### src/rtl/epir_pkg.sv
// epir_pkg: shared constants, types and helper functions for the ellipse raster unit
`default_nettype none
package epir_pkg;

    localparam int RADIUS_INT_BITS = 12;
    localparam int FRAC_BITS       = 30;
    localparam int RAD_FRAC        = 8;
    localparam int RAD_W           = RADIUS_INT_BITS + RAD_FRAC;
    localparam int CTR_W           = 12;
    localparam int PT_W            = 14;
    localparam int COL_W           = 24;
    localparam int POS_W           = 48;
    localparam int CS_W            = FRAC_BITS + 2;
    localparam int T_W             = FRAC_BITS + 1;
    localparam int ALU_W           = 64;
    localparam int DIV_W           = RAD_W;
    localparam int IN_W            = ((2 * CTR_W + 2 * RAD_W + 7) / 8) * 8;
    localparam int OUT_W           = ((2 * PT_W + COL_W + 7) / 8) * 8;
    localparam int SERIES_TERMS    = 5;
    localparam int RECIP_SHIFT     = 8;
    localparam int RECIP_W         = FRAC_BITS + RECIP_SHIFT;
    localparam logic [63:0] RECIP_ONE = 64'd1 << RECIP_W;
    localparam logic [COL_W-1:0] COLOR_RESET = 24'hFF0000;

    localparam logic REQ_START = 1'b0;
    localparam logic REQ_STEP  = 1'b1;

    typedef enum logic [0:0] {
        ALU_MUL,
        ALU_DIV
    } t_alu_op;

    typedef struct packed {
        logic    go;
        t_alu_op op;
    } t_alu_req;

    typedef struct packed {
        logic    done;
        logic    busy;
    } t_alu_rsp;

    typedef enum logic [1:0] {
        A_IDLE,
        A_MUL,
        A_DIV,
        A_FIN
    } t_alu_state;

    typedef enum logic [4:0] {
        S_IDLE,
        S_T_DIV,
        S_T2_MUL,
        S_C_MUL,
        S_C_DIV,
        S_S_MUL,
        S_S_DIV,
        S_RXY,
        S_RYX,
        S_X_A,
        S_X_B,
        S_X_B2,
        S_Y_C,
        S_Y_D,
        S_Y_D2,
        S_ROUND,
        S_EMIT
    } t_seq_state;

    // reciprocals of the cosine divisor pairs, scaled by 2^RECIP_W and rounded up
    function automatic logic [RECIP_W-1:0] cos_recip(input logic [2:0] k);
        logic [RECIP_W-1:0] r;
        case (k)
            3'd1:    r = RECIP_W'((RECIP_ONE + 64'd1) / 64'd2);
            3'd2:    r = RECIP_W'((RECIP_ONE + 64'd11) / 64'd12);
            3'd3:    r = RECIP_W'((RECIP_ONE + 64'd29) / 64'd30);
            3'd4:    r = RECIP_W'((RECIP_ONE + 64'd55) / 64'd56);
            default: r = RECIP_W'((RECIP_ONE + 64'd89) / 64'd90);
        endcase
        return r;
    endfunction

    // reciprocals of the sine divisor pairs, scaled by 2^RECIP_W and rounded up
    function automatic logic [RECIP_W-1:0] sin_recip(input logic [2:0] k);
        logic [RECIP_W-1:0] r;
        case (k)
            3'd1:    r = RECIP_W'((RECIP_ONE + 64'd5) / 64'd6);
            3'd2:    r = RECIP_W'((RECIP_ONE + 64'd19) / 64'd20);
            3'd3:    r = RECIP_W'((RECIP_ONE + 64'd41) / 64'd42);
            3'd4:    r = RECIP_W'((RECIP_ONE + 64'd71) / 64'd72);
            default: r = RECIP_W'((RECIP_ONE + 64'd109) / 64'd110);
        endcase
        return r;
    endfunction

    // round half up then truncate toward zero, low pixel bits only
    function automatic logic [PT_W-1:0] round_pt(input logic [POS_W-1:0] v);
        logic [POS_W:0]           w;
        logic [POS_W-FRAC_BITS:0] q;
        w = {v[POS_W-1], v} + (POS_W+1)'(64'd1 << (FRAC_BITS - 1));
        q = w[POS_W:FRAC_BITS];
        if (w[POS_W] && (|w[FRAC_BITS-1:0])) begin
            q = q + 1'b1;
        end
        return q[PT_W-1:0];
    endfunction

endpackage
`default_nettype wire

### src/rtl/epir_alu.sv
// epir_alu: shared multi-cycle signed fixed-point multiplier and unsigned divider
`default_nettype none
module epir_alu (
    input  wire                                i_clk,
    input  wire                                i_rst_n,
    input  wire epir_pkg::t_alu_req            i_req,
    input  wire [epir_pkg::ALU_W-1:0]          i_a,
    input  wire [epir_pkg::ALU_W-1:0]          i_b,
    output epir_pkg::t_alu_rsp                 o_rsp,
    output logic [epir_pkg::ALU_W-1:0]         o_res
);

    localparam int W      = epir_pkg::ALU_W;
    localparam int DIGIT  = 8;
    localparam int MSTEPS = W / DIGIT;

    epir_pkg::t_alu_state r_state, n_state;
    logic [5:0]           r_cnt, n_cnt;
    logic                 r_neg, n_neg;
    logic [W-1:0]         r_ma, n_ma;
    logic [W-1:0]         r_hi, n_hi;
    logic [W-1:0]         r_lo, n_lo;
    logic [epir_pkg::DIV_W-1:0] r_div, n_div;
    logic                 r_is_div, n_is_div;
    logic [W-1:0]         r_res, n_res;
    logic                 r_done, n_done;

    logic [W+DIGIT-1:0]   mul_sum;
    logic [epir_pkg::DIV_W:0] div_rem;
    logic                 div_ge;
    logic [2*W-1:0]       prod;

    always_ff @(posedge i_clk) begin
        if (!i_rst_n) begin
            r_state <= epir_pkg::A_IDLE;
            r_done  <= 1'b0;
        end else begin
            r_state <= n_state;
            r_done  <= n_done;
        end
        r_cnt    <= n_cnt;
        r_neg    <= n_neg;
        r_ma     <= n_ma;
        r_hi     <= n_hi;
        r_lo     <= n_lo;
        r_div    <= n_div;
        r_is_div <= n_is_div;
        r_res    <= n_res;
    end

    always_comb begin
        n_state  = r_state;
        n_cnt    = r_cnt;
        n_neg    = r_neg;
        n_ma     = r_ma;
        n_hi     = r_hi;
        n_lo     = r_lo;
        n_div    = r_div;
        n_is_div = r_is_div;
        n_res    = r_res;
        n_done   = 1'b0;

        mul_sum = {{DIGIT{1'b0}}, r_hi} + r_ma * r_lo[DIGIT-1:0];
        div_rem = {r_hi[epir_pkg::DIV_W-1:0], r_lo[W-1]};
        div_ge  = (div_rem >= {1'b0, r_div});
        prod    = {r_hi, r_lo};
        if (r_neg) begin
            prod = ~prod + 1'b1;
        end

        unique case (r_state)
            epir_pkg::A_IDLE: begin
                if (i_req.go) begin
                    n_hi = '0;
                    if (i_req.op == epir_pkg::ALU_DIV) begin
                        n_lo     = i_a;
                        n_div    = i_b[epir_pkg::DIV_W-1:0];
                        n_neg    = 1'b0;
                        n_is_div = 1'b1;
                        n_cnt    = 6'(W - 1);
                        n_state  = epir_pkg::A_DIV;
                    end else begin
                        n_ma     = i_a[W-1] ? (~i_a + 1'b1) : i_a;
                        n_lo     = i_b[W-1] ? (~i_b + 1'b1) : i_b;
                        n_neg    = i_a[W-1] ^ i_b[W-1];
                        n_is_div = 1'b0;
                        n_cnt    = 6'(MSTEPS - 1);
                        n_state  = epir_pkg::A_MUL;
                    end
                end
            end
            epir_pkg::A_MUL: begin
                n_hi  = mul_sum[W+DIGIT-1:DIGIT];
                n_lo  = {mul_sum[DIGIT-1:0], r_lo[W-1:DIGIT]};
                n_cnt = r_cnt - 1'b1;
                if (r_cnt == '0) begin
                    n_state = epir_pkg::A_FIN;
                end
            end
            epir_pkg::A_DIV: begin
                n_hi  = W'(div_ge ? (div_rem - {1'b0, r_div}) : div_rem);
                n_lo  = {r_lo[W-2:0], div_ge};
                n_cnt = r_cnt - 1'b1;
                if (r_cnt == '0) begin
                    n_state = epir_pkg::A_FIN;
                end
            end
            epir_pkg::A_FIN: begin
                n_res   = r_is_div ? r_lo : prod[W+epir_pkg::FRAC_BITS-1:epir_pkg::FRAC_BITS];
                n_done  = 1'b1;
                n_state = epir_pkg::A_IDLE;
            end
            default: begin
                n_state = epir_pkg::A_IDLE;
            end
        endcase
    end

    assign o_rsp.done = r_done;
    assign o_rsp.busy = (r_state != epir_pkg::A_IDLE);
    assign o_res      = r_res;

endmodule
`default_nettype wire

### src/rtl/ellipse_polar_iterative_raster_unit.sv
// ellipse_polar_iterative_raster_unit: top level, sequencer around the shared arithmetic unit
//
//  channel | dir | words
//  s_axis  | in  | tuser: req_type; tdata: center_x, center_y, radius_x, radius_y
//  m_axis  | out | tuser: status, ellipse_done; tlast: last_of_step
//          |     | tdata: point_x, point_y, pixel_color
//  cfg     | in  | i_cfg_we, i_cfg_wdata: draw_color
//
//  multiplies and divides all go through the one shared unit
//  a step word runs six multiplies, a rounding step and four output words
//  a start word runs three divides, 21 multiplies and four output words
//  a rejected start gives one status word, a step word while not drawing gives nothing
//  s_axis_tready is high only when idle, an m_axis stall holds the block on its output word
//  reset is synchronous and active low
`default_nettype none
module ellipse_polar_iterative_raster_unit (
    input  wire                               i_clk,
    input  wire                               i_rst_n,
    input  wire                               s_axis_tvalid,
    output logic                              s_axis_tready,
    input  wire [epir_pkg::IN_W-1:0]          s_axis_tdata,  // center_x, center_y, radius_x, radius_y
    input  wire                               s_axis_tuser,  // req_type
    output logic                              m_axis_tvalid,
    input  wire                               m_axis_tready,
    output logic [epir_pkg::OUT_W-1:0]        m_axis_tdata,  // point_x, point_y, pixel_color
    output logic [1:0]                        m_axis_tuser,  // status, ellipse_done
    output logic                              m_axis_tlast,
    input  wire                               i_cfg_we,
    input  wire [epir_pkg::COL_W-1:0]         i_cfg_wdata
);

    localparam int FB  = epir_pkg::FRAC_BITS;
    localparam int W   = epir_pkg::ALU_W;
    localparam int RW  = epir_pkg::RAD_W;
    localparam int PW  = epir_pkg::PT_W;
    localparam int CW  = epir_pkg::CTR_W;
    localparam int SW  = epir_pkg::POS_W;
    localparam int CSW = epir_pkg::CS_W;
    localparam int TW  = epir_pkg::T_W;

    epir_pkg::t_seq_state r_state, n_state;
    logic               r_wait, n_wait;
    logic               r_active, n_active;
    logic               r_reject, n_reject;
    logic               r_done, n_done;
    logic [2:0]         r_k, n_k;
    logic [1:0]         r_idx, n_idx;
    logic [RW-1:0]      r_r1, n_r1;
    logic [RW-1:0]      r_r2, n_r2;
    logic [CW-1:0]      r_cx, n_cx;
    logic [CW-1:0]      r_cy, n_cy;
    logic [TW-1:0]      r_t, n_t;
    logic [TW-1:0]      r_t2, n_t2;
    logic [TW-1:0]      r_term, n_term;
    logic [CSW-1:0]     r_cos, n_cos;
    logic [CSW-1:0]     r_sin, n_sin;
    logic [SW-1:0]      r_rxy, n_rxy;
    logic [SW-1:0]      r_ryx, n_ryx;
    logic [SW-1:0]      r_pos_x, n_pos_x;
    logic [SW-1:0]      r_pos_y, n_pos_y;
    logic [SW-1:0]      r_nx, n_nx;
    logic [W-1:0]       r_tmp, n_tmp;
    logic [W-1:0]       r_tmp2, n_tmp2;
    logic [PW-1:0]      r_pa, n_pa;
    logic [PW-1:0]      r_pb, n_pb;
    logic [epir_pkg::COL_W-1:0] r_color;

    logic               r_m_valid, n_m_valid;
    logic [epir_pkg::OUT_W-1:0] r_m_data, n_m_data;
    logic [1:0]         r_m_user, n_m_user;
    logic               r_m_last, n_m_last;

    epir_pkg::t_alu_req alu_req;
    epir_pkg::t_alu_rsp alu_rsp;
    logic [W-1:0]       alu_a, alu_b, alu_res;
    logic               take;
    logic               in_acc;
    logic [RW-1:0]      rad_max;
    logic [TW-1:0]      quot;
    logic [SW-1:0]      ny;
    logic [PW-1:0]      cx14, cy14, px, py;

    epir_alu u_alu (
        .i_clk   (i_clk),
        .i_rst_n (i_rst_n),
        .i_req   (alu_req),
        .i_a     (alu_a),
        .i_b     (alu_b),
        .o_rsp   (alu_rsp),
        .o_res   (alu_res)
    );

    always_ff @(posedge i_clk) begin
        if (!i_rst_n) begin
            r_state   <= epir_pkg::S_IDLE;
            r_wait    <= 1'b0;
            r_active  <= 1'b0;
            r_m_valid <= 1'b0;
            r_color   <= epir_pkg::COLOR_RESET;
        end else begin
            r_state   <= n_state;
            r_wait    <= n_wait;
            r_active  <= n_active;
            r_m_valid <= n_m_valid;
            if (i_cfg_we) begin
                r_color <= i_cfg_wdata;
            end
        end
        r_reject <= n_reject;
        r_done   <= n_done;
        r_k      <= n_k;
        r_idx    <= n_idx;
        r_r1     <= n_r1;
        r_r2     <= n_r2;
        r_cx     <= n_cx;
        r_cy     <= n_cy;
        r_t      <= n_t;
        r_t2     <= n_t2;
        r_term   <= n_term;
        r_cos    <= n_cos;
        r_sin    <= n_sin;
        r_rxy    <= n_rxy;
        r_ryx    <= n_ryx;
        r_pos_x  <= n_pos_x;
        r_pos_y  <= n_pos_y;
        r_nx     <= n_nx;
        r_tmp    <= n_tmp;
        r_tmp2   <= n_tmp2;
        r_pa     <= n_pa;
        r_pb     <= n_pb;
        r_m_data <= n_m_data;
        r_m_user <= n_m_user;
        r_m_last <= n_m_last;
    end

    assign s_axis_tready = (r_state == epir_pkg::S_IDLE);
    assign in_acc        = s_axis_tvalid && s_axis_tready;
    assign take          = r_wait && alu_rsp.done;
    assign rad_max       = (r_r1 > r_r2) ? r_r1 : r_r2;
    assign quot          = alu_res[epir_pkg::RECIP_SHIFT +: TW];
    assign ny            = SW'(r_tmp + alu_res);
    assign cx14          = PW'(r_cx);
    assign cy14          = PW'(r_cy);
    assign px            = r_idx[1] ? (cx14 + r_pa) : (cx14 - r_pa);
    assign py            = r_idx[0] ? (cy14 - r_pb) : (cy14 + r_pb);

    always_comb begin
        n_state   = r_state;
        n_wait    = r_wait;
        n_active  = r_active;
        n_reject  = r_reject;
        n_done    = r_done;
        n_k       = r_k;
        n_idx     = r_idx;
        n_r1      = r_r1;
        n_r2      = r_r2;
        n_cx      = r_cx;
        n_cy      = r_cy;
        n_t       = r_t;
        n_t2      = r_t2;
        n_term    = r_term;
        n_cos     = r_cos;
        n_sin     = r_sin;
        n_rxy     = r_rxy;
        n_ryx     = r_ryx;
        n_pos_x   = r_pos_x;
        n_pos_y   = r_pos_y;
        n_nx      = r_nx;
        n_tmp     = r_tmp;
        n_tmp2    = r_tmp2;
        n_pa      = r_pa;
        n_pb      = r_pb;
        n_m_valid = r_m_valid && !m_axis_tready;
        n_m_data  = r_m_data;
        n_m_user  = r_m_user;
        n_m_last  = r_m_last;
        alu_req.go = 1'b0;
        alu_req.op = epir_pkg::ALU_MUL;
        alu_a      = '0;
        alu_b      = '0;

        unique case (r_state)
            epir_pkg::S_IDLE: begin
                if (in_acc) begin
                    if (s_axis_tuser == epir_pkg::REQ_START) begin
                        n_active = 1'b0;
                        n_r1     = s_axis_tdata[2*CW +: RW];
                        n_r2     = s_axis_tdata[2*CW+RW +: RW];
                        if ((s_axis_tdata[2*CW+epir_pkg::RAD_FRAC +: epir_pkg::RADIUS_INT_BITS] == '0)
                            || (s_axis_tdata[2*CW+RW+epir_pkg::RAD_FRAC +: epir_pkg::RADIUS_INT_BITS]
                                == '0)) begin
                            n_reject = 1'b1;
                            n_idx    = '0;
                            n_state  = epir_pkg::S_EMIT;
                        end else begin
                            n_reject = 1'b0;
                            n_cx     = s_axis_tdata[CW-1:0];
                            n_cy     = s_axis_tdata[2*CW-1:CW];
                            n_state  = epir_pkg::S_T_DIV;
                        end
                    end else if (r_active) begin
                        n_reject = 1'b0;
                        n_state  = epir_pkg::S_X_A;
                    end
                end
            end
            epir_pkg::S_T_DIV: begin
                alu_req.op = epir_pkg::ALU_DIV;
                alu_a      = W'(64'd1 << FB);
                alu_b      = W'(rad_max[RW-1:epir_pkg::RAD_FRAC]);
                if (take) begin
                    n_t     = alu_res[TW-1:0];
                    n_state = epir_pkg::S_T2_MUL;
                end
            end
            epir_pkg::S_T2_MUL: begin
                alu_a = W'(r_t);
                alu_b = W'(r_t);
                if (take) begin
                    n_t2    = alu_res[TW-1:0];
                    n_term  = TW'(64'd1 << FB);
                    n_cos   = CSW'(64'd1 << FB);
                    n_k     = 3'd1;
                    n_state = epir_pkg::S_C_MUL;
                end
            end
            epir_pkg::S_C_MUL, epir_pkg::S_S_MUL: begin
                alu_a = W'(r_term);
                alu_b = W'(r_t2);
                if (take) begin
                    n_term  = alu_res[TW-1:0];
                    n_state = (r_state == epir_pkg::S_C_MUL) ? epir_pkg::S_C_DIV
                                                             : epir_pkg::S_S_DIV;
                end
            end
            epir_pkg::S_C_DIV: begin
                alu_a = W'(r_term);
                alu_b = W'(epir_pkg::cos_recip(r_k));
                if (take) begin
                    n_term = quot;
                    n_cos  = r_k[0] ? (r_cos - CSW'(quot)) : (r_cos + CSW'(quot));
                    if (r_k == 3'(epir_pkg::SERIES_TERMS)) begin
                        n_term  = r_t;
                        n_sin   = CSW'(r_t);
                        n_k     = 3'd1;
                        n_state = epir_pkg::S_S_MUL;
                    end else begin
                        n_k     = r_k + 1'b1;
                        n_state = epir_pkg::S_C_MUL;
                    end
                end
            end
            epir_pkg::S_S_DIV: begin
                alu_a = W'(r_term);
                alu_b = W'(epir_pkg::sin_recip(r_k));
                if (take) begin
                    n_term = quot;
                    n_sin  = r_k[0] ? (r_sin - CSW'(quot)) : (r_sin + CSW'(quot));
                    if (r_k == 3'(epir_pkg::SERIES_TERMS)) begin
                        n_state = epir_pkg::S_RXY;
                    end else begin
                        n_k     = r_k + 1'b1;
                        n_state = epir_pkg::S_S_MUL;
                    end
                end
            end
            epir_pkg::S_RXY: begin
                alu_req.op = epir_pkg::ALU_DIV;
                alu_a      = W'(r_r1) << FB;
                alu_b      = W'(r_r2);
                if (take) begin
                    n_rxy   = alu_res[SW-1:0];
                    n_state = epir_pkg::S_RYX;
                end
            end
            epir_pkg::S_RYX: begin
                alu_req.op = epir_pkg::ALU_DIV;
                alu_a      = W'(r_r2) << FB;
                alu_b      = W'(r_r1);
                if (take) begin
                    n_ryx    = alu_res[SW-1:0];
                    n_pos_x  = SW'(r_r1) << (FB - epir_pkg::RAD_FRAC);
                    n_pos_y  = '0;
                    n_active = 1'b1;
                    n_pa     = PW'(r_r1[RW-1:epir_pkg::RAD_FRAC]);
                    n_pb     = '0;
                    n_done   = 1'b0;
                    n_idx    = '0;
                    n_state  = epir_pkg::S_EMIT;
                end
            end
            epir_pkg::S_X_A: begin
                alu_a = {{(W-SW){r_pos_x[SW-1]}}, r_pos_x};
                alu_b = W'(r_cos);
                if (take) begin
                    n_tmp   = alu_res;
                    n_state = epir_pkg::S_X_B;
                end
            end
            epir_pkg::S_X_B: begin
                alu_a = W'(r_rxy);
                alu_b = {{(W-SW){r_pos_y[SW-1]}}, r_pos_y};
                if (take) begin
                    n_tmp2  = alu_res;
                    n_state = epir_pkg::S_X_B2;
                end
            end
            epir_pkg::S_X_B2: begin
                alu_a = r_tmp2;
                alu_b = W'(r_sin);
                if (take) begin
                    n_nx    = SW'(r_tmp - alu_res);
                    n_state = epir_pkg::S_Y_C;
                end
            end
            epir_pkg::S_Y_C: begin
                alu_a = {{(W-SW){r_pos_y[SW-1]}}, r_pos_y};
                alu_b = W'(r_cos);
                if (take) begin
                    n_tmp   = alu_res;
                    n_state = epir_pkg::S_Y_D;
                end
            end
            epir_pkg::S_Y_D: begin
                alu_a = W'(r_ryx);
                alu_b = {{(W-SW){r_pos_x[SW-1]}}, r_pos_x};
                if (take) begin
                    n_tmp2  = alu_res;
                    n_state = epir_pkg::S_Y_D2;
                end
            end
            epir_pkg::S_Y_D2: begin
                alu_a = r_tmp2;
                alu_b = W'(r_sin);
                if (take) begin
                    n_pos_x  = r_nx;
                    n_pos_y  = ny;
                    n_done   = r_nx[SW-1] || (r_nx == '0);
                    n_active = !(r_nx[SW-1] || (r_nx == '0));
                    n_state  = epir_pkg::S_ROUND;
                end
            end
            epir_pkg::S_ROUND: begin
                n_pa    = epir_pkg::round_pt(r_pos_x);
                n_pb    = epir_pkg::round_pt(r_pos_y);
                n_idx   = '0;
                n_state = epir_pkg::S_EMIT;
            end
            epir_pkg::S_EMIT: begin
                if (!r_m_valid || m_axis_tready) begin
                    n_m_valid = 1'b1;
                    if (r_reject) begin
                        n_m_data = epir_pkg::OUT_W'({r_color, {(2*PW){1'b0}}});
                        n_m_user = 2'b01;
                        n_m_last = 1'b1;
                        n_state  = epir_pkg::S_IDLE;
                    end else begin
                        n_m_data = epir_pkg::OUT_W'({r_color, py, px});
                        n_m_user = {r_done && (r_idx == 2'd3), 1'b0};
                        n_m_last = (r_idx == 2'd3);
                        n_idx    = r_idx + 1'b1;
                        if (r_idx == 2'd3) begin
                            n_state = epir_pkg::S_IDLE;
                        end
                    end
                end
            end
            default: begin
                n_state = epir_pkg::S_IDLE;
            end
        endcase

        // issue once per arithmetic state, then wait for the result
        if ((r_state != epir_pkg::S_IDLE) && (r_state != epir_pkg::S_ROUND)
            && (r_state != epir_pkg::S_EMIT)) begin
            if (!r_wait && !alu_rsp.busy) begin
                alu_req.go = 1'b1;
                n_wait     = 1'b1;
            end else if (take) begin
                n_wait = 1'b0;
            end
        end
    end

    assign m_axis_tvalid = r_m_valid;
    assign m_axis_tdata  = r_m_data;
    assign m_axis_tuser  = r_m_user;
    assign m_axis_tlast  = r_m_last;

endmodule
`default_nettype wire

### config.mk
export PLATFORM = sky130hd
export DESIGN_NAME = ellipse_polar_iterative_raster_unit
export DESIGN_NICKNAME = d
export VERILOG_FILES = /design/src/rtl/epir_pkg.sv /design/src/rtl/epir_alu.sv /design/src/rtl/ellipse_polar_iterative_raster_unit.sv
export SDC_FILE = /design/constraint.sdc
export NUM_CORES = 2
export LEC_CHECK = 0
export ABC_CLOCK_PERIOD_IN_PS = 10600
export BUFFER_PORTS_ARGS = -buffer_cell sky130_fd_sc_hd__buf_2
export CAP_MARGIN = 10
export CORE_UTILIZATION = 45
export CTS_BUF_LIST = sky130_fd_sc_hd__clkbuf_4 sky130_fd_sc_hd__clkbuf_8 sky130_fd_sc_hd__clkbuf_16
export CTS_CLUSTER_SIZE = 40
export DETAILED_ROUTE_END_ITERATION = 6
export PLACE_DENSITY = 0.57
export SKIP_CTS_REPAIR_TIMING = 1
export SLEW_MARGIN = 10
export SYNTH_ARGS = -nofsm -noshare
export SYNTH_HDL_FRONTEND = slang
export SYNTH_SLANG_ARGS = --single-unit
export TNS_END_PERCENT = 1
### constraint.sdc
create_clock -name i_clk -period 10.6 [get_ports i_clk]
set_clock_uncertainty 0.1 [all_clocks]
set_input_delay 0.53 -clock i_clk [delete_from_list [all_inputs] [get_ports i_clk]]
set_output_delay 0.53 -clock i_clk [all_outputs]
set_load 0.02 [all_outputs]
---- Word-level counts from Yosys, hierarchy flattened ----
Index checks and enable logic that the tools add are counted.
storage, ports and cells
  bits of input ports ..................... 94
  output and inout bits ................... 61
  register bits ........................... 986
  word-level logic and storage cells ...... 307
cells by class
  $add $sub $neg .......................... 22
  $lt $le $gt $ge ......................... 2
  multipliers ............................. 1
  mux-type cells .......................... 108
  bitwise gates (word level) .............. 7
  equal/unequal tests ..................... 52
  reductions and logical operators ........ 72
operators with widths
  cell                                             number
  one-hot mux 64 bit (11 select lines)             1
  one-hot mux 64 bit (10 select lines)             1
  2-to-1 mux 64 bit                                6
  one-hot mux 64 bit (3 select lines)              2
  2-to-1 mux 32 bit                                7
  2-to-1 mux 48 bit                                4
  one-hot mux 48 bit (2 select lines)              2
  2-to-1 mux 31 bit                                5
  one-hot mux 38 bit (4 select lines)              1
  one-hot mux 36 bit (4 select lines)              1
  adder 64 x 1 -> 64 bit (second input constant)   2
  inverter 64 bit                                  2
  one-hot mux 32 bit (2 select lines)              2
  one-hot mux 31 bit (4 select lines)              1
  2-to-1 mux 5 bit                                 20
  adder 48 x 31 -> 49 bit (second input constant)  2
  adder 94 x 1 -> 94 bit (second input constant)   1
  2-to-1 mux 94 bit                                1
  inverter 94 bit                                  1
  2-to-1 mux 14 bit                                6
  one-hot mux 5 bit (16 select lines)              1
  adder 64 x 72 -> 72 bit                          1
  multiplier 64 x 8 -> 72 bit                      1
  adder 32 x 31 -> 32 bit                          2
  other kinds (65)                                 191

---- Depth between registers and ports, before layout ----
  depth in word-level cells ............... 9
  depth in mapped cells ................... 24
  gate-level depth less buffers ........... 21

---- Cells and area by module ----
Synthesis repeated with hierarchy kept, for this count alone.
unflattened totals
  cell total of the unflattened synthesis .. 7591
  area, all modules ....................... 75225.9 um^2
by module, submodules not included
  module                               times used  cells an instance  area an instance (um^2)  seq. area each (um^2)
  ellipse_polar_iterative_raster_unit  1           3775               40093.5                  20549.7
  epir_alu                             1           3816               35132.4                  8588.2

---- Worst setup path before layout ----
Ideal clock, no wire load.
  path type ............................... flip-flop to flip-flop
  start ................................... reg r_state[1]
  end ..................................... reg u_alu.r_hi[0], enable pin
  stages on the path, launching flop included .. 9
  clock period less this slack ............ 8.739 ns
  data arrival time ....................... 7.982 ns
  required time ........................... 9.843 ns
  buffers on the path ..................... 4
  slack ................................... 1.861 ns
  library setup time ...................... 0.657 ns
  cells stage by stage .................... dfxtp_1 > buf_2 > buf_2 > buf_1 > clkbuf_1 > nand3_1 > nor2b_1 > nand3b_1 > a21oi_1
between the ends
  cells in the longest elaborated chain, start to end .. 6
  elaborated cells on any way between the ends .. 8
  those cells by class .................... eq/ne: 3; mux: 1; reduce/logical: 4
ends and longest elaborated chain
  item                                                          RTL line                                    RTL
  start, declared                                               ellipse_polar_iterative_raster_unit.sv:41   epir_pkg::t_seq_state r_state, n_state;
  start signal, assigned                                        ellipse_polar_iterative_raster_unit.sv:95   r_state <= epir_pkg::S_IDLE;
  start signal, assigned                                        ellipse_polar_iterative_raster_unit.sv:101  r_state <= n_state;
  != test 5 x 4 -> 1 bit or nonzero test 5 bit (tied branches)  ellipse_polar_iterative_raster_unit.sv:374  if ((r_state != epir_pkg::S_IDLE) && (r_state != epir_pkg::S_ROUND)
  logical AND 1 bit                                             ellipse_polar_iterative_raster_unit.sv:374
  logical AND 1 bit (*)                                         ellipse_polar_iterative_raster_unit.sv:375  && (r_state != epir_pkg::S_EMIT)) begin
  2-to-1 mux 1 bit (*)                                          ellipse_polar_iterative_raster_unit.sv:374
  != test 2 bit (no line) (*)                                   n/a
  AND reduction 2 bit (no line) (*)                             n/a
  end signal, assigned                                          epir_alu.sv:44                              r_hi <= n_hi;
  end, declared                                                 epir_alu.sv:21                              logic [W-1:0] r_hi, n_hi;
Every way passes the cells marked *; elsewhere a longest branch is shown, timed or not.
A chain may end at the register's enable or synchronous reset.

---- Worst setup path after layout ----
  start ................................... reg u_alu.r_lo[4]
  end ..................................... reg u_alu.r_hi[60] (data pin)
between the ends
  cells in the longest elaborated chain, start to end .. 3
ends and longest elaborated chain
  item                                 RTL line        RTL
  start, declared                      epir_alu.sv:22  logic [W-1:0] r_lo, n_lo;
  start signal, assigned               epir_alu.sv:45  r_lo <= n_lo;
  multiplier 64 x 8 -> 72 bit          epir_alu.sv:63  mul_sum = {{DIGIT{1'b0}}, r_hi} + r_ma * r_lo[DIGIT-1:0];
  adder 64 x 72 -> 72 bit              epir_alu.sv:63
  one-hot mux 64 bit (3 select lines)  epir_alu.sv:71  unique case (r_state)
  named net u_alu.n_hi[60]             epir_alu.sv:21
The timed path passes the listed nets, and every way through them passes these cells.

==> key figures <==
Status
  • Status: finished, violations left
  • Failing checks: design-rule violations

Worst setup path
  • CP required: about 11,000 ps
  • Critical Path Source: u_alu.r_lo[4]
  • Cell repeated most along the worst path: fa_1
  • Crit path depth: 19
  • CP Launch Type: flop
  • Setup CP Type: flop to flop
  • R2R cell count: 19
  • Max stage delay cell, worst path: edfxtp_1
  • CP Data Arrival Time: slightly below 8000 ps
  • Reg-to-reg setup timing slack: between 3000 and 4000 ps
  • Buf/Inv on CP: 4
  • CP endpoint kind: flop
  • CP peak stage delay: about 930 ps
  • Reg2Reg Launch Point: u_alu.r_lo[4]
  • Worst path cell trace: buf_4 > nand2_1 > fa_1 > inv_1 > fa_1 > fa_1 > inv_1 > fa_1 > inv_1 > ha_1 > nand2_1 > nor4_1 > and3_1 > o2bb2ai_1 > o21ai_0 > o41ai_1 > a31oi_1 > xor2_1 > o21ai_0
  • CP delay by family, top: adder cells
  • Reg-to-reg endpoint: u_alu.r_hi[60]
  • Max FO, Critical Path: 44
  • CP Capture Point: u_alu.r_hi[60]

Layout
  • P&R area growth vs syn: 11.1%
  • Fillers: approximately 15,000
  • Non-filler cells in the finished layout: about 10,000
  • Layout cells sized above 1: 0.0791
  • Final net count: 8,338

Synthesis
  • Ys Warns: 0
  • Yosys cell types: between 90 and 100
  • Post-Syn Area: around 74,000 sq um
  • #FFs+latches synth: between 900 and 1,000
  • Asr flop ratio synth: 0
  • Avg Inst Size Synth: 10.0 sq um
  • Seq/Total Area, Yosys: 0.394
  • Ys flop type: edfxtp_1
  • Number of synthesized flops with an enable pin: 947
  • Cells after synthesis: 7,357

STA
  • WHS: between 80 and 90 ps
  • Final period util: 0.699
  • Fmax: approximately 0.14 GHz
  • RSZ-0062 raised after global routing: no
  • Final setup vio count: 0
  • Fin Setup TNS: 0 ps
  • Fin. max-slew vios: 0
  • Min Tclk post-route: around 7400 ps
  • Relative slew margins: 0.101
  • Hold Violations, Final: 0
  • Worst slew pin tran: between 1000 and 1500 ps

Die
  • Placement Rows: 148
  • Initial Utilization: 0.454
  • Die height: slightly above 400 microns
  • Ports: 155
  • Die area: 166,000 sq um
  • Core Region: around 160,000 sq um
  • Die width: just over 400 microns

Global route
  • Met1 GRT Util: 0.437
  • Initial antenna violation count: 24
  • GRT Max-Usage Layer: met2
  • Met2 Resource Use GR: 0.493
  • GRT Total Usage: 0.326
  • First-pass GRT wire length: 399,000 microns
  • Vias in the first global route: about 58,000
  • Largest net degree at the start of global routing: roughly 130
  • Grt ovf: 0
  • Met3 Use GR: 0.0784

Drt
  • Remaining DRCs: 1
  • Total routed wirelength: 277,000 microns
  • Routed length per placed instance: about 28 microns
  • Via/cell ratio: just over 6
  • Post-route ant nets: 0
  • Pre-antenna DRT Iters: 7
  • Vias: 59,945
  • DR iter-0 viols: ~8,400

CTS
  • Clock Pin Slew Worst Setup and Hold Paths: 60 ps
  • Clk Latency, worst-skew pair: between 700 and 800 ps
  • CTS root buf: clkbuf_16
  • CTS buffer count: 111
  • Clk buf depth: 3
  • Clk sinks: between 900 and 1,000
  • TritonCTS clock tree: yes
  • H-tree Lvls: 3

Hold path
  • Hold Crit Class: input pin to flop
  • Worst Hold Depth: 3

Place
  • I/O Buffers: 150
  • DP Cell Count: 9,442
  • Gpl congestion: 1.05
  • Dpl hpwl: 207,000 microns

Job
  • Maxcap violations: 0
==> final cells by class <==
class,count,area [sq um],share of cell area
inverters,808,3030,0.0370
flip-flops and latches,982,29100,0.355
clock inverters,59,795,0.00968
repair buffers,381,2730,0.0333
multi-input cells,5184,40600,0.494
clock buffers,145,3120,0.0380
diodes,8,20.0,0.000244
well taps,2175,2720,0.0331
==> worst min path at each step <==
stage                         start  slack, ps             to
floorplan           u_alu.o_res[48]        300     r_tmp2[48]
global placement    u_alu.o_res[56]        300     r_tmp2[56]
detailed placement  u_alu.o_res[63]        310     r_tmp2[63]
CTS                 s_axis_tdata[2]       -210        r_cx[2]
global route          m_axis_tready         90  m_axis_tvalid
finish                m_axis_tready         80  m_axis_tvalid
==> state kept, by name, summed over array words and instances (netlist names), 24 cells and up <==
| name | count |
|---|---|
| u_alu.o_res | 64 |
| r_tmp | 48 |
| r_t | 31 |
| r_sin | 32 |
| r_term | 31 |
| u_alu.r_ma | 64 |
| r_ryx | 48 |
| r_pos_y | 48 |
| r_pos_x | 48 |
| u_alu.r_lo | 64 |
| u_alu.r_hi | 64 |
| r_rxy | 48 |
| m_axis_tdata | 52 |
| r_nx | 48 |
| r_t2 | 31 |
| r_color | 24 |
| r_cos | 32 |
| r_tmp2 | 64 |
==> stage by stage <==
stage               utilization  cell area [sq um]  setup slack, ps
finish                    0.504              82100             3200
global route              0.504              82100             2700
CTS                       0.498              81200             3200
detailed placement        0.474              77300             3210
global placement          0.474              77300             3310
floorplan                     -              73900             1860
==> kinds of logic after synthesis <==
family / count (synthesis) / synth area share
AND/OR/NAND/NOR: 2226 / 0.151
AO/OA/AOI/OAI: 1611 / 0.148
buffers and inverters: 1194 / 0.0612
flip-flops: 982 / 0.394
adder cells (fa/ha/maj): 776 / 0.176
XOR/XNOR: 500 / 0.0592
multiplexers: 67 / 0.00921
other: 1 / 0.0000507
==> cell usage after synthesis (64+ instances only) <==
master    count  area [sq um]
xnor2_1     321          2810
and2_1      375          2350
nand4_1      66           413
a222oi_1    111          1110
edfxtp_1    947         28400
xor2_1      179          1570
clkbuf_1    324          1220
a22oi_1     133           998
and3_1      122           763
a31oi_1      64           400
nor4_1       72           450
nor2b_1      66           413
a21o_1       93           698
nor3_1      115           576
nand3_1     117           586
nand2_1     681          2560
ha_1        333          4170
a21oi_1     350          1750
fa_1        443          8870
inv_1       806          3030
nor2_1      413          1550
o21ai_0     321          1610
==> per-layer routing <==
metal | part of all wire | routed length (microns)
met3 | 0.10 | 28100
met5 | 0.0010 | 287
met2 | 0.44 | 121000
met1 | 0.40 | 112000
met4 | 0.057 | 15800
==> worst min-delay path: cells and delay by family <==
kind                   cells  cell delay, ps
AO/OA/AOI/OAI              1             110
buffers and inverters      1              90
AND/OR/NAND/NOR            1             160
==> placed cells by master (no fill, tap or decap), types with 59 or more instances in the layout <==
cell type,count
edfxtp_1,947
inv_1,806
nand2_1,679
fa_1,443
nor2_1,403
and2_1,372
a21oi_1,345
ha_1,330
xnor2_1,321
o21ai_0,318
xor2_1,179
buf_2,150
buf_4,141
a22oi_1,132
and3_1,121
nand3_1,117
clkbuf_16,114
a222oi_1,111
nor3_1,108
a21o_1,93
dlygate4sd3_1,88
nor4_1,67
nand4_1,66
nor2b_1,65
a31oi_1,64
o21bai_1,60
mux2i_1,59
Power is not shown: default switching activity piles up to over one toggle a cycle in this logic, so the estimate is an artifact.
